[src/rtl/uns_pkg.sv]
// ----------------------------------------------------------------------------
// uns_pkg
// Shared types and constants for the UTF-8 name sanitiser.
// ----------------------------------------------------------------------------
package uns_pkg;

   // Byte values with a special meaning in the input stream.
   localparam logic [7:0] BYTE_NUL   = 8'h00;
   localparam logic [7:0] BYTE_TAB   = 8'h09;
   localparam logic [7:0] BYTE_SPACE = 8'h20;
   localparam logic [7:0] BYTE_DEL   = 8'h7F;
   localparam logic [7:0] LEAD_TWO   = 8'h80;
   localparam logic [7:0] LEAD_THREE = 8'hE0;
   localparam logic [7:0] LEAD_FOUR  = 8'hF0;

   // Width of the capacity register.
   localparam int unsigned CAP_WIDTH = 9;
   localparam logic [CAP_WIDTH-1:0] CAP_RESET = 9'd256;

   // One result item as held in the output queue.
   typedef struct packed {
      logic [7:0] out_byte;
      logic       is_last;
      logic [7:0] length;
   } result_type;

endpackage

[src/rtl/utf8_name_sanitizer.sv]
// ----------------------------------------------------------------------------
// utf8_name_sanitizer
// Streaming name cleaner: collapses blanks, drops control bytes, copies UTF-8
// sequences whole and truncates at a configurable length.
// ----------------------------------------------------------------------------
// Usage.
// The request channel (req_valid/req_ready/req_in_byte) takes one byte of a
// name per request; a zero byte ends the name. The response channel
// (rsp_valid/rsp_ready) returns the sanitised bytes, each with the running
// length, and one terminator response (rsp_is_last high, byte zero) carrying
// the final length. csr_wr_en/csr_wr_data set the output capacity, which
// should be written while no name is in progress.
// The first response to an accepted request is registered and appears
// in the cycle after acceptance. A request is accepted every cycle while
// responses are taken, except that a request producing a pending space
// plus a character yields two responses; the next request waits until the
// first of them is taken. The rate is set by the two-entry response queue.
// The per-byte decode and the length check sit between the request edge and
// the queue registers. Reset empties the queue, clears the name state and
// sets the capacity to 256. When the receiver stalls, the queue holds its
// responses and req_ready falls once it cannot take a further two responses.
// ----------------------------------------------------------------------------
module utf8_name_sanitizer
   import uns_pkg::*;
#(
   parameter int unsigned NAME_MAX_BYTES = 64
) (
   input  logic                 clock,
   input  logic                 reset,
   // Configuration
   input  logic                 csr_wr_en,
   input  logic [CAP_WIDTH-1:0] csr_wr_data,
   // Requests
   input  logic                 req_valid,
   output logic                 req_ready,
   input  logic [7:0]           req_in_byte,
   // Responses
   output logic                 rsp_valid,
   input  logic                 rsp_ready,
   output logic [7:0]           rsp_out_byte,
   output logic                 rsp_is_last,
   output logic [7:0]           rsp_length
);

   localparam logic [CAP_WIDTH-1:0] MaxBytes = CAP_WIDTH'(NAME_MAX_BYTES);

   // Configuration and name state.
   logic [CAP_WIDTH-1:0] capacity_ff;
   logic [7:0]           emitted_ff, emitted_in;
   logic                 space_ff, space_in;
   logic [1:0]           cont_ff, cont_in;
   logic                 trunc_ff, trunc_in;

   // Two-entry response queue.
   result_type           head_ff, head_in;
   result_type           tail_ff, tail_in;
   logic [1:0]           count_ff, count_in;

   // Decode signals.
   result_type           res0, res1;
   logic [1:0]           n_res;
   logic [2:0]           seq_len;
   logic [7:0]           limit;
   logic [CAP_WIDTH-1:0] cap_minus_one;
   logic [9:0]           needed;
   logic                 accept;
   logic                 pop;
   logic                 is_blank;
   logic                 is_ctrl;

   assign accept = req_valid & req_ready;
   assign pop    = rsp_valid & rsp_ready;

   // Room for two responses once this cycle's pop has happened.
   assign req_ready = (count_ff == 2'd0) || ((count_ff == 2'd1) && rsp_ready);

   assign rsp_valid    = (count_ff != 2'd0);
   assign rsp_out_byte = head_ff.out_byte;
   assign rsp_is_last  = head_ff.is_last;
   assign rsp_length   = head_ff.length;

   // Length limit: capacity less the terminator, capped at the maximum.
   assign cap_minus_one = capacity_ff - CAP_WIDTH'(1);
   always_comb begin
      if (capacity_ff == '0) begin
         limit = 8'd0;
      end else if (cap_minus_one > MaxBytes) begin
         limit = MaxBytes[7:0];
      end else begin
         limit = cap_minus_one[7:0];
      end
   end

   // Sequence length from the lead byte.
   always_comb begin
      if (req_in_byte < LEAD_TWO) begin
         seq_len = 3'd1;
      end else if (req_in_byte < LEAD_THREE) begin
         seq_len = 3'd2;
      end else if (req_in_byte < LEAD_FOUR) begin
         seq_len = 3'd3;
      end else begin
         seq_len = 3'd4;
      end
   end

   assign is_blank = (req_in_byte == BYTE_SPACE) || (req_in_byte == BYTE_TAB);
   assign is_ctrl  = (req_in_byte < BYTE_SPACE) || (req_in_byte == BYTE_DEL);
   assign needed   = {2'b00, emitted_ff} + {9'd0, space_ff} + {7'd0, seq_len};

   // Per-byte decode: next name state and the responses this request makes.
   always_comb begin
      emitted_in = emitted_ff;
      space_in   = space_ff;
      cont_in    = cont_ff;
      trunc_in   = trunc_ff;
      n_res      = 2'd0;
      res0       = '{out_byte: req_in_byte, is_last: 1'b0, length: emitted_ff + 8'd1};
      res1       = '{out_byte: req_in_byte, is_last: 1'b0, length: emitted_ff + 8'd2};
      if (req_in_byte == BYTE_NUL) begin
         res0       = '{out_byte: BYTE_NUL, is_last: 1'b1, length: emitted_ff};
         n_res      = 2'd1;
         emitted_in = 8'd0;
         space_in   = 1'b0;
         cont_in    = 2'd0;
         trunc_in   = 1'b0;
      end else if (!trunc_ff) begin
         if (cont_ff != 2'd0) begin
            // Continuation bytes are copied raw.
            n_res      = 2'd1;
            emitted_in = emitted_ff + 8'd1;
            cont_in    = cont_ff - 2'd1;
         end else if (is_blank) begin
            space_in = (emitted_ff != 8'd0);
         end else if (!is_ctrl) begin
            if (needed > {2'b00, limit}) begin
               trunc_in = 1'b1;
            end else begin
               cont_in  = seq_len[1:0] - 2'd1;
               space_in = 1'b0;
               if (space_ff) begin
                  res0.out_byte = BYTE_SPACE;
                  n_res         = 2'd2;
                  emitted_in    = emitted_ff + 8'd2;
               end else begin
                  n_res      = 2'd1;
                  emitted_in = emitted_ff + 8'd1;
               end
            end
         end
      end
   end

   // Response queue next state. Requests enter only an empty or emptying queue.
   always_comb begin
      head_in  = head_ff;
      tail_in  = tail_ff;
      count_in = count_ff;
      if (accept) begin
         head_in  = res0;
         tail_in  = res1;
         count_in = n_res;
      end else if (pop) begin
         head_in  = tail_ff;
         count_in = count_ff - 2'd1;
      end
   end

   // Control and configuration registers.
   always_ff @(posedge clock) begin
      if (reset) begin
         capacity_ff <= CAP_RESET;
         emitted_ff  <= 8'd0;
         space_ff    <= 1'b0;
         cont_ff     <= 2'd0;
         trunc_ff    <= 1'b0;
         count_ff    <= 2'd0;
      end else begin
         if (csr_wr_en) begin
            capacity_ff <= csr_wr_data;
         end
         if (accept) begin
            emitted_ff <= emitted_in;
            space_ff   <= space_in;
            cont_ff    <= cont_in;
            trunc_ff   <= trunc_in;
         end
         count_ff <= count_in;
      end
   end

   // Response payload registers.
   always_ff @(posedge clock) begin
      head_ff <= head_in;
      tail_ff <= tail_in;
   end

   // The queue never holds more than two responses.
   assert property (@(posedge clock) disable iff (reset) count_ff != 2'd3)
      else $error("response queue overflow");

   // A full queue never takes a request.
   assert property (@(posedge clock) disable iff (reset) (count_ff == 2'd2) |-> !req_ready)
      else $error("request taken with full response queue");

   // A terminating byte gives a terminator response and clears the count.
   assert property (@(posedge clock) disable iff (reset)
      (accept && req_in_byte == BYTE_NUL) |=>
         (rsp_valid && rsp_is_last && count_ff == 2'd1 && emitted_ff == 8'd0))
      else $error("terminator not produced");

   // A sequence is never left open once copying has stopped.
   assert property (@(posedge clock) disable iff (reset) (cont_ff != 2'd0) |-> !trunc_ff)
      else $error("continuation pending while truncated");

   // A response held back by the receiver keeps its contents.
   assert property (@(posedge clock) disable iff (reset)
      (rsp_valid && !rsp_ready) |=> (rsp_valid && $stable(head_ff)))
      else $error("stalled response changed");

endmodule

[config.mk]
export PLATFORM = sky130hd
export DESIGN_NAME = utf8_name_sanitizer
export DESIGN_NICKNAME = d
export VERILOG_FILES = /design/src/rtl/uns_pkg.sv /design/src/rtl/utf8_name_sanitizer.sv
export SDC_FILE = /design/constraint.sdc
export NUM_CORES = 1
export LEC_CHECK = 0
export BUFFER_PORTS_ARGS = -buffer_cell sky130_fd_sc_hd__buf_4
export CORE_ASPECT_RATIO = 0.8
export CORE_MARGIN = 5
export CORE_UTILIZATION = 35
export CTS_CLUSTER_SIZE = 40
export DETAILED_ROUTE_END_ITERATION = 8
export HOLD_SLACK_MARGIN = 0.02
export PLACE_DENSITY = 0.52
export SLEW_MARGIN = 20
export SYNTH_ARGS = -nofsm -noshare
export SYNTH_HDL_FRONTEND = slang
export SYNTH_SLANG_ARGS = --single-unit
[constraint.sdc]
create_clock -name clock -period 5.45 [get_ports clock]
set_clock_uncertainty 0.15 [all_clocks]
set_input_delay 0.545 -clock clock [delete_from_list [all_inputs] [get_ports clock]]
set_output_delay 0.545 -clock clock [all_outputs]
set_load 0.005 [all_outputs]
# After elaboration in Yosys (flattened, before gate mapping)
# Index checks and enable logic that the tools add are counted.
[op_classes]
addsub = 8
magnitude_cmp = 6
eq_ne = 11
mux = 49
bitwise_logic = 2
reduce_logical = 13
[ops]
columns = ["cell", "count"]
rows = [
  ["$mux 8", 16],
  ["$mux 17", 2],
  ["$mux 2", 15],
  ["$lt 8x8->1 const B", 3],
  ["$mux 1", 12],
  ["$add 9x3->10", 1],
  ["$gt 10x8->1", 1],
  ["$reduce_and 5->1", 2],
  ["$add 8x1->9", 1],
  ["$gt 9x7->1 const B", 1],
  ["$logic_not 9->1", 1],
  ["$mux 3", 3],
  ["$mux 9", 1],
  ["$sub 9x1->9 const B", 1],
  ["$add 8x1->8 const B", 1],
  ["$add 8x2->8 const B", 1],
  ["$eq 8x4->1 const B", 1],
  ["$eq 8x6->1 const B", 1],
  ["$eq 8x7->1 const B", 1],
  ["$logic_not 8->1", 1],
  ["$lt 8x6->1 const B", 1],
  ["$reduce_bool 8->1", 1],
  ["$ne 3x1->1 const B", 2],
  ["$ne 3x3->1 const B", 2],
  ["other kinds (10)", 17],
]
[word_totals]
ff_bits = 56
in_bits = 22
out_inout_bits = 19
wordCells = 100

# Depth between registers and ports, before layout
[logic_depth]
ltp_word = 13
depth_mapped = 17

# Worst setup path before layout
# Ideal clock, no wire load.
[synth_path]
path_kind = "input port to flip-flop"
from = "input port req_in_byte[6]"
to = "register head_ff (netlist bit rsp_out_byte[0]), data pin"
arrival_time_ns = 3.316
required_ns = 5.044
setup_slack_ns = 1.728
cell_stages = 14
cell_sequence = "nand3_1 > and2_1 > ha_1 > a21o_1 > a21oi_1 > nor2_1 > xor2_1 > ha_1 > and4_1 > o21ai_1 > a41o_1 > nand2_1 > o41a_1 > a22o_1"
[synth_lines]
columns = ["element", "line", "rtl"]
rows = [
  ["start, declared", "utf8_name_sanitizer.sv:36", "input logic [7:0] req_in_byte,"],
  ["end signal, assigned", "utf8_name_sanitizer.sv:194", "head_ff <= head_in;"],
  ["end, declared", "utf8_name_sanitizer.sv:55", "result_type head_ff, head_in;"],
]

==> results.json <==
{
  "relSlewSlack": 0.532,
  "netlist_top_cells_area": "edfxtp_1, dfxtp_1, ha_1",
  "clock_sinks": 56,
  "vias": 2736,
  "die_h_um": 98.0,
  "grt_pass1_wl_um": 14100,
  "dp_cells": 501,
  "place_hpwl_um": 5970,
  "slowest_delay_ns": 0.53,
  "cts_root_buf": "clkbuf_16",
  "syn_inst": 359,
  "tightest_slew_ns": 0.699,
  "finalPower_mw": 1.21,
  "worstPathCellList": "inv_1, fa_1, inv_1, fa_1, a21o_1, nand4_1, xnor2_1, ha_1, o21a_1, o2bb2ai_1, a41o_1, nand2_1, o41a_1, a22o_1",
  "final_hold_viol_count": 0,
  "comb_power_share": 0.270,
  "synthDominantCellAreaShare": 0.293,
  "ys_seq_elements": 56,
  "final_cell_count_no_fill": 509,
  "core_area_sq_mm": 0.00953,
  "ys_warn_count": 0,
  "io_pins": 41,
  "worst_slack_ns": 1.37,
  "critPathKind": "register to register",
  "synth.distinct_cells": 62,
  "cts_tree": "done",
  "rr_endpoint": "rsp_out_byte[4]",
  "wl_per_cell_um": 16.3,
  "drv_slew": 0,
  "rsz0062_at_grt": "no",
  "rr_worst_depth": 14,
  "clock_latency_ns": 0.30,
  "vdd_drop_max_mv": 0.181,
  "power.internal_mw": 0.841,
  "drt_pass1_iterations": 4,
  "nNetsFinal": 430,
  "fin_crit_ns": 4.08,
  "grt_max_degree": 28,
  "grt_pass1_vias": 2679,
  "grt_overflow": 0,
  "synth_edf_count": 33,
  "power_density_mw_per_mm2": 310,
  "max-cap-violations": 0,
  "cp.arrival_ns": 3.99,
  "post_cts_buffers": 0,
  "dp_slack_ns": 1.16,
  "power.leakage_nw": 1.52,
  "clkTransAtPathRegs_ns": 0.07,
  "portBuffers": 40,
  "ant_nets": 0,
  "r2r_start": "emitted_ff[0]",
  "syn_nets": 400,
  "r2r_slack_ns": 1.37,
  "netlist_area_sq_mm": 0.00339,
  "ys.flop_type": "edfxtp_1",
  "grtUsageTotal": 0.149,
  "crit_fanout": 8,
  "async_reset_ff_frac": 0,
  "seq_area_frac_synth": 0.429,
  "p_sw_mw": 0.373,
  "outcome": "finished, final reports clean",
  "initial_core_util": 0.355,
  "cp-startpoint": "emitted_ff[0]",
  "fill_cells": 947,
  "p_clk_frac": 0.268,
  "post_cts_resized": 0,
  "timing.fmax_mhz": 245,
  "antenna_found_initial": 0,
  "critical_path.endpoint": "rsp_out_byte[4]",
  "syn2layout_area_growth_pct": 15.7,
  "finalSetupViolCount": 0,
  "cp-end-kind": "register",
  "routabilityCongestion": 0.860,
  "drtIter0Drc": 169,
  "synth.largest_area_cell": "edfxtp_1",
  "drive_above_1_share": 0.154,
  "synth.avg_cell_area_sq_um": 9.43,
  "final.setup.tns_ns": 0,
  "hold_buffers": 0,
  "crit_slowest_cell": "o41a_1",
  "start_kind": "register",
  "drcViolationCount": 0,
  "cts_htree_levels": 2,
  "required_ns": 5.36,
  "numCtsBuffers": 5,
  "fin_crit_sh": 0.749,
  "n_antenna_cell": 0,
  "fp.dieArea_sq_mm": 0.0118,
  "totalWireLength_um": 8310,
  "clockBufferDepth": 2,
  "hold_class": "input port to register",
  "rows": 32,
  "die_w_um": 120,
  "swShare": 0.307,
  "viasPerCell": 5.38,
  "seqPwrFrac": 0.462
}
[cell usage in the layout (no fill, tap or decap), drive strengths merged, types with 3 or more instances in the layout]
master  count
inv        14
or2         3
dfxtp      23
o21ai      26
o21a        3
ha         17
buf        42
clkbuf      6
xnor2      13
a31oi       4
xor2        7
o211ai      5
a21oi      16
nand2      35
mux2i      10
a22o        7
a32oi       5
nor2b       4
a21o        5
nor3       13
edfxtp     33
nand3      14
nor2       41
[state kept, by name, indices dropped and copies added (netlist names)]
signal	cells
count_ff	2
trunc_ff	1
emitted_ff	8
space_ff	1
rsp_length	8
rsp_is_last	1
tail_ff	16
capacity_ff	9
cont_ff	2
rsp_out_byte	8
[synth_stat cells, drive strengths merged, types with 2 or more instances]
| library cell | instances |
|---|---|
| a21boi | 2 |
| a21o | 5 |
| a21oi | 16 |
| a22o | 7 |
| a22oi | 2 |
| a31oi | 4 |
| a32oi | 5 |
| and4 | 2 |
| buf | 2 |
| clkbuf | 17 |
| dfxtp | 23 |
| edfxtp | 33 |
| fa | 2 |
| ha | 17 |
| inv | 14 |
| mux2i | 10 |
| nand2 | 35 |
| nand3 | 14 |
| nand4 | 2 |
| nor2 | 41 |
| nor2b | 4 |
| nor3 | 13 |
| nor4 | 2 |
| o211ai | 5 |
| o21a | 3 |
| o21ai | 26 |
| o221a | 2 |
| o31ai | 2 |
| o41ai | 2 |
| or2 | 3 |
| or3 | 2 |
| or3b | 2 |
| xnor2 | 13 |
| xor2 | 7 |
[area by class of cell]
class,count,area (sq um),share of cell area
clock buffer,6,129,0.0329
clock inverter,2,16.3,0.00415
inverter,14,52.6,0.0134
multi-input combinational,270,1800,0.461
sequential,56,1450,0.370
tap,119,149,0.0380
timing repair buffer,42,315,0.0805
[logic make-up after synthesis]
| logic type | synth area share |
|---|---|
| simple gates | 0.178 |
| compound gates | 0.194 |
| flops | 0.429 |
| buf+inv | 0.0388 |
| xor+xnor | 0.0517 |
| fa+ha+maj | 0.0746 |
| mux | 0.0329 |
| other cells | 0.00111 |
[metal layers]
| metal | up-vias | wire length (um) | GRT usage |
|---|---|---|---|
| met2 | 71 | 3410 | 0.218 |
| met1 | 1284 | 4240 | 0.223 |
| li1 | 1372 | - | - |
| met4 | 0 | 116 | 0.0387 |
| met3 | 9 | 544 | 0.0318 |
| met5 | - | 0 | 0 |
[per-stage QoR]
| stage | hold slack [ns] | area (sq um) | util |
|---|---|---|---|
| 6_report | 0.311 | 3920 | 0.411 |
| 5_1_grt | 0.310 | 3920 | 0.411 |
| 4_1_cts | 0.301 | 3920 | 0.411 |
| 3_5_place_dp | 0.364 | 3770 | 0.396 |
| 3_3_place_gp | 0.352 | 3770 | 0.396 |
| 2_1_floorplan | 0.318 | 3390 | - |
[critical path: cells and delay by family (launching register included)]
kind / cells / cell delay (ns)
and+or+nand+nor: 2 / 0.25
adders and majority gates: 3 / 0.99
DFF: 1 / 0.46
buffers and inverters: 2 / 0.29
AOI/OAI and AO/OA: 6 / 1.51
xor gates and xnor gates: 1 / 0.18
[how the worst min path moves through the flow]
stage	from	endpoint	depth (start not counted)
global placement	space_ff	space_ff	2
CTS	csr_wr_data[8]	capacity_ff[8]	3
floorplan	space_ff	space_ff	2
finish	csr_wr_data[8]	capacity_ff[8]	3
detailed placement	tail_ff[4]	rsp_length[4]	2
global route	csr_wr_data[8]	capacity_ff[8]	3
[power by group through the flow]
stage          clock network [mW]  registers [mW]  logic (mW)
2_1_floorplan                   0           0.562       0.203
3_3_place_gp                    0           0.570       0.328
3_5_place_dp                    0           0.571       0.332
4_1_cts                     0.341           0.561       0.333
5_1_grt                     0.359           0.569       0.370
6_report                    0.325           0.561       0.328
Power figures use the tool's default switching activity.
